File: config.mk
export PLATFORM = sky130hd
export DESIGN_NAME = olist_cell
export DESIGN_NICKNAME = d
export VERILOG_FILES = /design/src/rtl/core/olist_pkg.sv /design/src/rtl/core/olist_cell.sv
export SDC_FILE = /design/constraint.sdc
export NUM_CORES = 1
export LEC_CHECK = 0
export BUFFER_PORTS_ARGS = -buffer_cell sky130_fd_sc_hd__buf_2
export CORE_AREA = 5 5 109 111
export CTS_CLUSTER_DIAMETER = 60
export DETAILED_ROUTE_END_ITERATION = 10
export DIE_AREA = 0 0 114 116
export PLACE_DENSITY = 0.65
export SYNTH_ARGS = -nofsm -noshare
export SYNTH_HDL_FRONTEND = slang
export SYNTH_SLANG_ARGS = --single-unit
export TNS_END_PERCENT = 50
File: constraint.sdc
create_clock -name clk -period 9.76 [get_ports clk]
set_input_delay 0 -clock clk [delete_from_list [all_inputs] [get_ports clk]]
set_output_delay 0 -clock clk [all_outputs]
set_load 0.05 [all_outputs]
File: src/rtl/core/olist_pkg.sv
// Shared types and constants for the ordered list engine.
// Used by olist_cell and ordered_list_engine_unit; no dependencies.
package olist_pkg;

    localparam int CAPACITY_DEF = 32;
    localparam int VAL_W        = 32;
    localparam int POS_W        = 6;
    localparam int CNT_W        = 7;

    typedef enum logic [2:0] {
        FN_ADD_FRONT = 3'd0,
        FN_ADD_BACK  = 3'd1,
        FN_ADD_AFTER = 3'd2,
        FN_DEL_FRONT = 3'd3,
        FN_DEL_BACK  = 3'd4,
        FN_DEL_INDEX = 3'd5,
        FN_SWAP      = 3'd6,
        FN_DUMP      = 3'd7
    } func_t;

    typedef enum logic [1:0] {
        ST_OK    = 2'd0,
        ST_RANGE = 2'd1,
        ST_FULL  = 2'd2,
        ST_EMPTY = 2'd3
    } status_t;

    typedef enum logic [2:0] {
        CELL_HOLD,
        CELL_INSERT,
        CELL_DELETE,
        CELL_ROTATE,
        CELL_SWAP
    } cell_op_t;

    // broadcast to every cell of the row
    typedef struct packed {
        cell_op_t                 op;
        logic [CNT_W-1:0]         pos;      // insert/delete position, first swap position
        logic [CNT_W-1:0]         pos_b;    // second swap position
        logic [CNT_W-1:0]         count;    // live length, for rotate wrap
        logic [CNT_W-1:0]         rd_pos;   // cell driving the read bus
        logic signed [VAL_W-1:0]  ins_val;
        logic signed [VAL_W-1:0]  a_val;
        logic signed [VAL_W-1:0]  b_val;
    } cell_ctrl_t;

endpackage

File: src/rtl/core/olist_cell.sv
// One storage cell of the ordered list row: holds one word, shifts to or from
// its neighbours, takes part in rotate and swap. Depends on olist_pkg.
module olist_cell #(
    parameter int IDX = 0
) (
    input  logic                           clk,
    input  olist_pkg::cell_ctrl_t          ctrl,
    input  logic signed [olist_pkg::VAL_W-1:0] left_val,
    input  logic signed [olist_pkg::VAL_W-1:0] right_val,
    input  logic signed [olist_pkg::VAL_W-1:0] head_val,
    output logic signed [olist_pkg::VAL_W-1:0] value,
    output logic signed [olist_pkg::VAL_W-1:0] rd_val
);
    import olist_pkg::*;

    localparam logic [CNT_W-1:0] MY_IDX = CNT_W'(IDX);

    logic signed [VAL_W-1:0] value_reg;
    logic signed [VAL_W-1:0] value_next;

    always_comb
    begin
        value_next = value_reg;
        case (ctrl.op)
            CELL_HOLD:
            begin
                value_next = value_reg;
            end
            CELL_INSERT:
            begin
                if (MY_IDX == ctrl.pos)
                    value_next = ctrl.ins_val;
                else if (MY_IDX > ctrl.pos)
                    value_next = left_val;
            end
            CELL_DELETE:
            begin
                if (MY_IDX >= ctrl.pos)
                    value_next = right_val;
            end
            CELL_ROTATE:
            begin
                // live part moves one step towards the head, head wraps to the tail
                if (MY_IDX == ctrl.count - CNT_W'(1))
                    value_next = head_val;
                else if (MY_IDX < ctrl.count - CNT_W'(1))
                    value_next = right_val;
            end
            CELL_SWAP:
            begin
                if (MY_IDX == ctrl.pos)
                    value_next = ctrl.b_val;
                else if (MY_IDX == ctrl.pos_b)
                    value_next = ctrl.a_val;
            end
            default:
            begin
                value_next = value_reg;
            end
        endcase
    end

    always_ff @(posedge clk)
    begin
        value_reg <= value_next;
    end

    assign value  = value_reg;
    assign rd_val = (MY_IDX == ctrl.rd_pos) ? value_reg : '0;

endmodule

# Yosys cells after proc, flatten, opt, wreduce, memory -nomap -nowiden
# Cells that the tools add are included.
[totals]
output_inout_bits = 64
inputBits = 224
reg_bits = 32
[op_classes]
n_eq_ne = 8
n_mux = 9
n_reduce_logical = 6
magnitude_cmp = 3
n_addsub = 1
[op_table]
columns = ["cell", "count"]
rows = [
  ["32-bit two-way mux", 8],
  ["32-bit one-hot mux with 4 select lines", 1],
  ["7-bit logical NOT", 4],
  ["3-bit != test, second input constant", 3],
  ["1-bit by 7-bit greater-or-equal comparator with 1-bit output, first input constant", 1],
  ["1-bit by 7-bit greater-than comparator with 1-bit output, first input constant", 1],
  ["1-bit by 7-bit less-than comparator with 1-bit output, first input constant", 1],
  ["7-bit by 1-bit subtractor with 7-bit output, second input constant", 1],
  ["3-bit by 2-bit equality test with 1-bit output, second input constant", 2],
  ["5-bit AND reduction", 1],
  ["4-bit nonzero test", 1],
  ["3-bit by 1-bit equality test with 1-bit output, second input constant", 1],
  ["3-bit equality test, second input constant", 1],
  ["2-bit != test, second input constant", 1],
]

# Logic depth before layout (Yosys ltp)
# Gate-level depths: netlist (run 1).
[depth]
word_depth = 5
ltp_mapped = 8

# Worst setup path before layout (run 1)
# No wires, ideal clock.
[synth_timing]
path_type = "input-to-reg"
from = "input port ctrl[119] in the netlist's numbering"
to = "register value_reg[0], in the netlist value[0] (enable)"
arrival_ns = 2.817
path_stages = 7
setup_slack_ns = 6.511
path_cell_list = "or4_1 -> buf_2 -> nor2_8 -> buf_6 -> maj3_1 -> nand2_1 -> a21oi_1"
[synth_between]
elab_chain_len = 3
word_cells_on_any_way = 7
cone_classes = "order compare: 2; eq/ne: 3; reduce/logical: 2"
[synth_rtl]
columns = ["item", "line", "source"]
rows = [
  ["start: declaration", "olist_cell.sv:7", "input olist_pkg::cell_ctrl_t ctrl,"],
  ["1-bit by 7-bit greater-than comparator with 1-bit output (tied with other cells)", "olist_cell.sv:33", "else if (MY_IDX > ctrl.pos)"],
  ["3-bit != test (no source line) or 2-bit != test (tied branches)", "--", ""],
  ["5-bit AND reduction (no source line) (*)", "--", ""],
  ["end signal: assignment", "olist_cell.sv:65", "value_reg <= value_next;"],
  ["end: declaration", "olist_cell.sv:18", "logic signed [VAL_W-1:0] value_reg;"],
]
# Mark *: on every way between the ends. The rest lies on a longest branch, timed or not.
# A chain may end at the register's enable or synchronous reset.

# Worst setup path in the final report (run 1)
[layout_timing]
from = "input port ctrl[119] in the netlist's numbering"
to = "register value_reg[25], in the netlist value[25] (enable)"
# The elaborated chain is that of the path after synthesis.

==> results of run 1 <==
[per-layer routing]
layer	vias to the layer above	routed length, µm
met4	0	211
met5	-	0
met2	242	7702
met1	2012	5815
li1	1994	-
met3	17	1357
[worst min-delay path, stage by stage]
cell and delay (ns):
buf_2 0.07, a32oi_1 0.05, nand2_1 0.06
[power groups by stage]
stage,registers (mW),clock network [mW],logic [mW]
after floorplan,0.197,0,0.0509
after global placement,0.171,0,0.147
after detailed placement,0.171,0,0.149
after CTS,0.168,0.0994,0.151
after global routing,0.168,0.108,0.165
final,0.168,0.0954,0.153
[cells in the mapped netlist, drive strengths merged (2+ instances only)]
cell    number
nor4         3
nor2         5
inv          4
a32oi       32
edfxtp      32
ha           2
or4          3
or3          2
nor3         2
buf         11
and2        32
a21oi       32
and3b        2
o21ai       33
nand3       31
a221oi      31
nand2       35
clkbuf      28
mux2        33
[layout make-up]
cell class | instances | area, µm² | area share, %
multi-input combinational | 292 | 2059 | 42.62
timing repair buffer | 299 | 1541 | 31.90
sequential | 32 | 960.9 | 19.89
tap | 140 | 175.2 | 3.625
clock buffer | 7 | 76.32 | 1.579
inverter | 4 | 15.01 | 0.3107
clock inverter | 1 | 3.754 | 0.07768
[cells by family (layout without fill, tap and decap cells)]
group,count (synthesis),after routing,synth area share (%)
adders and majority gates,3,3,1.095
AOI/OAI and AO/OA,135,135,29.77
and+or+nand+nor,121,121,20.74
buffers and inverters,43,311,6.729
muxes,33,33,11.62
DFF,32,32,30.05
[final timing paths]
| kind | end | slack (ns) | startpoint |
|---|---|---|---|
| max | value[25] | 6.48 | ctrl[119] |
| min | value[25] | 0.01 | head_val[25] |
[timing repair]
action / 4_1_cts / 5_1_grt
setup endpoints to repair: 0 / 0
hold buffers: 5 / 1
hold endpoints to repair: 5 / 1
==> metrics.md, run 1 <==
| Metric | Value |
|---|---|
| Levels on crit path | `6` |
| Area of the core | `10700 µm²` |
| Startpoint type of the worst setup path | `input pin` |
| Cells along the critical path | `buf_2, or4_1, nor2_8, maj3_1, nand2_1, a21oi_4` |
| DP Wirelength | `11.36 mm` |
| Initial antenna violation count | `0` |
| Area added between synthesis and finish | `51.10%` |
| Worst-case vdd ir drop | `40.52 µV` |
| DR vias/cell | `5.503` |
| Critical path's largest stage delay | `1.06 ns` |
| Placed Instances | `761` |
| Cells after Synth | `367` |
| Total of max-cap violations | `0` |
| Pleak | `2.228 nW` |
| Post-layout instance count excluding filler cells | `775` |
| Run status | `completed` |
| Initial DRC count | `466` |
| Internal Dissipation | `0.2752 mW` |
| DRC Markers | `0` |
| Die Height | `116 µm` |
| Tot Pwr | `0.4156 mW` |
| GPL Wtd Cong | `0.8686` |
| Number of CTS-inserted buffers | `5` |
| N_diodes | `0` |
| Setup TNS Final | `0 ns` |
| ANT nets after route | `0` |
| Post-synth EDFFs | `32` |
| Final slew viol count | `0` |
| Grt peak-use layer | `met2` |
| Row count | `38` |
| Hold crit path type | `input pin to flip-flop` |
| Cell taking the most area after synthesis | `edfxtp_1` |
| Hold Path Cell Cnt | `3` |
| Worst-Margin Slew | `1.260 ns` |
| Sink Count | `32` |
| Post-CTS Setup Bufs | `0` |
| Part of the Yosys area used for sequential elements | `30.05%` |
| Part of the power in combinational logic | `36.7%` |
| Worst Setup End Kind | `flip-flop` |
| Commonest non-fill, non-tap cells in the layout | `287 x buf_2, 35 x nand2_1, 33 x o21ai_0` |
| Delay-heaviest family, CP | `simple AND/OR/NAND/NOR gates` |
| Synth area leaders | `edfxtp_1 30%, mux2_1 9.9%, a32oi_1 8.8%` |
| # IOs | `288` |
| Final net count | `860` |
| Worst EP arrival | `3.17 ns` |
| Max clock buf depth | `2` |
| Sw Share | `33.78%` |
| Flop pwr share | `40.3%` |
| Hold Slack | `0.01123 ns` |
| Largest register FFs | `32` |
| Dpl ws | `6.149 ns` |
| Vias in the first global route | `4283` |
| H-tree Lvls | `2` |
| Crit-path slowest cell | `or4_1` |
| Die W | `114 µm` |
| Fin util | `45.17%` |
| Share of total power in the clock network | `23.0%` |
| CTS root buf | `clkbuf_8` |
| Wire per inst | `19.47 µm` |
| Mapped Area | `3198 µm²` |
| Pwr per Cell Area | `86.02 nW/µm²` |
| Post-Layout Inst Area | `4832 µm²` |
| Final hold viol count | `0` |
| Port-buffer cells | `287` |
| CP bufs+invs | `1` |
| Async S/R FF share, synth | `0%` |
| Sw power | `0.1404 mW` |
| Fill cells | `1109` |
| Tot GR Track Use | `21.22%` |
| Peak Freq | `305.0 MHz` |
| Slew Limit Headroom | `16.01%` |
| Final Setup Violations | `0` |
| CP Max Fanout | `35` |
| Grt ovf | `0` |
| Post-Route WL | `15.09 mm` |
| Grt met2 use | `37.47%` |
| Period minus WS final | `3.279 ns` |
| Pin count of the biggest net entering global routing | `36` |
| Crit share post-route | `33.60%` |
| Met3 Resource Use GR | `4.334%` |
| Area fraction of the dominant cell type after synthesis | `30.05%` |
| Synthesized area per cell | `8.714 µm²` |
| Vias | `4265` |
| Synth cell types | `39` |
| Setup WS post-layout | `6.481 ns` |
| Initial core utilization | `29.89%` |
| GR Layer Usage met1 | `26.27%` |
| CTS tree | `done` |
| Post_cts resized | `0` |
| Critical path required time | `9.65 ns` |
| Post-synthesis register bit count | `32` |
| First-pass GRT wire length | `22.05 mm` |
| Clock slew at reported path FFs | `0.06 ns` |
| Syn Nets | `593` |
| Most common library cell in the layout ignoring fill and taps | `buf_2` |
| Die area | `13220 µm²` |
| Layout cells sized above 1 | `48.98%` |
| Initial DRT Pass Iterations | `7` |
| RSZ-0062 raised after global routing | `false` |
| Crit Path Class | `input pin to flip-flop` |
| Yosys Warn Count | `0` |
| DP Area | `4692 µm²` |
| Main flop type after synthesis | `edfxtp_1` |
Power figures use the tool's default switching activity.
==> run 2: changes to the inputs <==
- ABC_AREA: not set -> 1
- PLACE_DENSITY: 0.65 -> 0.72
- clock period: 9.76 -> 2.9 ns (I/O delays scaled with it)
==> metrics.md, run 2 <==
| Metric | Value |
|---|---|
| Run status | `completed (unchanged)` |
| Placed Instances | `1010 (was 761)` |
| Part of the Yosys area used for sequential elements | `26.87% (was 30.05%)` |
| Initial DRT Pass Iterations | `7 (unchanged)` |
| Post-synthesis compound-gate area fraction | `14.70% (was 29.77%)` |
| Crit Path Class | `input pin to flip-flop (unchanged)` |
| Vias in the first global route | `4609 (was 4283)` |
| Area fraction of the dominant cell type after synthesis | `26.87% (was 30.05%)` |
| Post_cts resized | `0 (unchanged)` |
| Largest register FFs | `32 (unchanged)` |
| Worst EP arrival | `1.67 ns (was 3.17 ns)` |
| Post-Route WL | `14.76 mm (was 15.09 mm)` |
| Wire per inst | `14.50 µm (was 19.47 µm)` |
| H-tree Lvls | `2 (unchanged)` |
| RSZ-0062 raised after global routing | `false (unchanged)` |
| Hold crit path type | `input pin to flip-flop (unchanged)` |
| Commonest non-fill, non-tap cells in the layout | `287 x buf_2, 138 x nor2_1, 137 x inv_1 (was 287 x buf_2, 35 x nand2_1, 33 x o21ai_0)` |
| Area of the core | `10700 µm² (unchanged)` |
| Worst-case vdd ir drop | `261.8 µV (was 40.52 µV)` |
| Synth cell types | `26 (was 39)` |
| Final slew viol count | `0 (unchanged)` |
| Synthesized area per cell | `5.843 µm² (was 8.714 µm²)` |
| Adder-cell area share of the yosys netlist | `0.6998% (was 1.095%)` |
| Worst-Margin Slew | `1.144 ns (was 1.260 ns)` |
| Initial core utilization | `33.43% (was 29.89%)` |
| Final net count | `1103 (was 860)` |
| Slew Limit Headroom | `23.58% (was 16.01%)` |
| Pleak | `2.971 nW (was 2.228 nW)` |
| Clock slew at reported path FFs | `0.07 ns (was 0.06 ns)` |
| Post-synthesis mux area share | `0% (was 11.62%)` |
| Sink Count | `32 (unchanged)` |
| Layout cells sized above 1 | `35.88% (was 48.98%)` |
| Port-buffer cells | `287 (unchanged)` |
| Die area | `13220 µm² (unchanged)` |
| Total of max-cap violations | `0 (unchanged)` |
| Pin count of the biggest net entering global routing | `65 (was 36)` |
| Vias | `4883 (was 4265)` |
| Final Setup Violations | `0 (unchanged)` |
| Die Height | `116 µm (unchanged)` |
| Synth Area in XOR/XNOR | `0.2449% (was 0%)` |
| Pwr per Cell Area | `339.4 nW/µm² (was 86.02 nW/µm²)` |
| CP Max Fanout | `33 (was 35)` |
| Most frequent cell after synthesis | `nor2_1 (was nand2_1)` |
| Synth area leaders | `edfxtp_1 27%, nor2_1 15%, inv_1 14% (was edfxtp_1 30%, mux2_1 9.9%, a32oi_1 8.8%)` |
| Cells after Synth | `612 (was 367)` |
| Post-layout instance count excluding filler cells | `1018 (was 775)` |
| Commonest cells post-synth | `139 x nor2_1, 138 x inv_1, 101 x nand3_1 (was 35 x nand2_1, 33 x o21ai_0)` |
| First-pass GRT wire length | `22.04 mm (was 22.05 mm)` |
| Async S/R FF share, synth | `0% (unchanged)` |
| Yosys Warn Count | `0 (unchanged)` |
| Critical path required time | `2.87 ns (was 9.65 ns)` |
| CTS root buf | `clkbuf_8 (unchanged)` |
| Final hold viol count | `0 (unchanged)` |
| Worst Setup End Kind | `flip-flop (unchanged)` |
| Dpl ws | `0.8925 ns (was 6.149 ns)` |
| GPL Wtd Cong | `0.8616 (was 0.8686)` |
| ANT nets after route | `0 (unchanged)` |
| Main flop type after synthesis | `edfxtp_1 (unchanged)` |
| Number of CTS-inserted buffers | `5 (unchanged)` |
| Post-synth EDFFs | `32 (unchanged)` |
| Area added between synthesis and finish | `44.47% (was 51.10%)` |
| DP Wirelength | `11.55 mm (was 11.36 mm)` |
| Die W | `114 µm (unchanged)` |
| CTS tree | `done (unchanged)` |
| Setup WS post-layout | `1.200 ns (was 6.481 ns)` |
| Peak Freq | `588.1 MHz` |
| Initial antenna violation count | `0 (unchanged)` |
| Cell taking the most area after synthesis | `edfxtp_1 (unchanged)` |
| Startpoint type of the worst setup path | `input pin (unchanged)` |
| Syn Nets | `838 (was 593)` |
| N_diodes | `0 (unchanged)` |
| Tot GR Track Use | `20.69% (was 21.22%)` |
| Period minus WS final | `1.701 ns` |
| Post-synthesis register bit count | `32 (unchanged)` |
| Hold-fix buffer count after cts | `0 (was 5)` |
| DR vias/cell | `4.797 (was 5.503)` |
| Mapped Area | `3576 µm² (was 3198 µm²)` |
| Max clock buf depth | `2 (unchanged)` |
| # IOs | `288 (unchanged)` |
| Post-CTS Setup Bufs | `0 (unchanged)` |
| Row count | `38 (unchanged)` |
| Setup TNS Final | `0 ns (unchanged)` |
| Most common library cell in the layout ignoring fill and taps | `buf_2 (unchanged)` |
| DRC Markers | `0 (unchanged)` |
| Post-synthesis simple-gate area fraction | `36.98% (was 20.74%)` |
| Crit share post-route | `58.64%` |
| Largest family of logic cells by synthesized area | `simple AND/OR/NAND/NOR gates (was compound AO/OA/AOI/OAI gates)` |
| Initial DRC count | `250 (was 466)` |
| Grt ovf | `0 (unchanged)` |
[run 2: cell types whose count changed in the layout (fill, tap and decap cells not counted), moves of 32 or more]
cell,change
inv_1,+133
o22ai_1,+32
nor2_1,+134
nand3_1,+70
and2_1,-32
a32oi_1,-32
[run 2: kinds of logic after synthesis]
logic type | after synthesis
fa+ha+maj | 2
compound gates | 97
xor+xnor | 1
buf+inv | 178
flops | 32
simple gates | 302
[run 2: layout make-up]
class | instances | area [µm²]
repair buffers | 296 | 1504
fillers | 1175 | 5532
flip-flops and latches | 32 | 960.9
well taps | 140 | 175.2
clock buffers | 5 | 68.82
clock inverters | 3 | 42.54
multi-input cells | 402 | 1889
inverters | 140 | 525.5
[run 2: final timing paths]
kind | start | end | slack [ns] | cells after the start
hold / removal | ctrl[69] | value[5] | 0.05 | 3
setup / recovery | ctrl[103] | value[0] | 1.20 | 11
[run 2: per-layer routing]
metal	wire length [µm]	global-route usage (%)	up-vias
met3	1511	5.117	22
met4	297	7.047	0
met1	5689	23.92	2141
li1	-	-	2464
met2	7261	37.28	256
met5	0	0	-
[run 2: power by group]
part | leakage (nW) | switching [mW] | internal (mW)
Clock | 0.0541 | 0.170 | 0.254
Combinational | 2.62 | 0.463 | 0.236
Sequential | 0.298 | 0.0405 | 0.590
[run 2: worst max-delay path, cell delays in order]
cell     delay (ns)
buf_2          0.11
inv_1          0.13
ha_1           0.23
xnor2_1        0.15
nand2_1        0.11
nor2_4         0.15
nand2_4        0.24
nand3_1        0.14
nand2_1        0.07
inv_1          0.07
buf_4          0.25
[run 2: per-stage QoR]
| step | area (µm²) | util [%] | hold slack (ns) | power (mW) |
|---|---|---|---|---|
| 2_1_floorplan | 3576 | - | 0.2382 | 1.063 |
| 3_3_place_gp | 5055 | 47.25 | 0.3394 | 1.336 |
| 3_5_place_dp | 5055 | 47.25 | 0.3356 | 1.341 |
| 4_1_cts | 5166 | 48.29 | 0.04118 | 1.767 |
| 5_1_grt | 5166 | 48.29 | 0.03651 | 1.857 |
| 6_report | 5166 | 48.29 | 0.05235 | 1.754 |
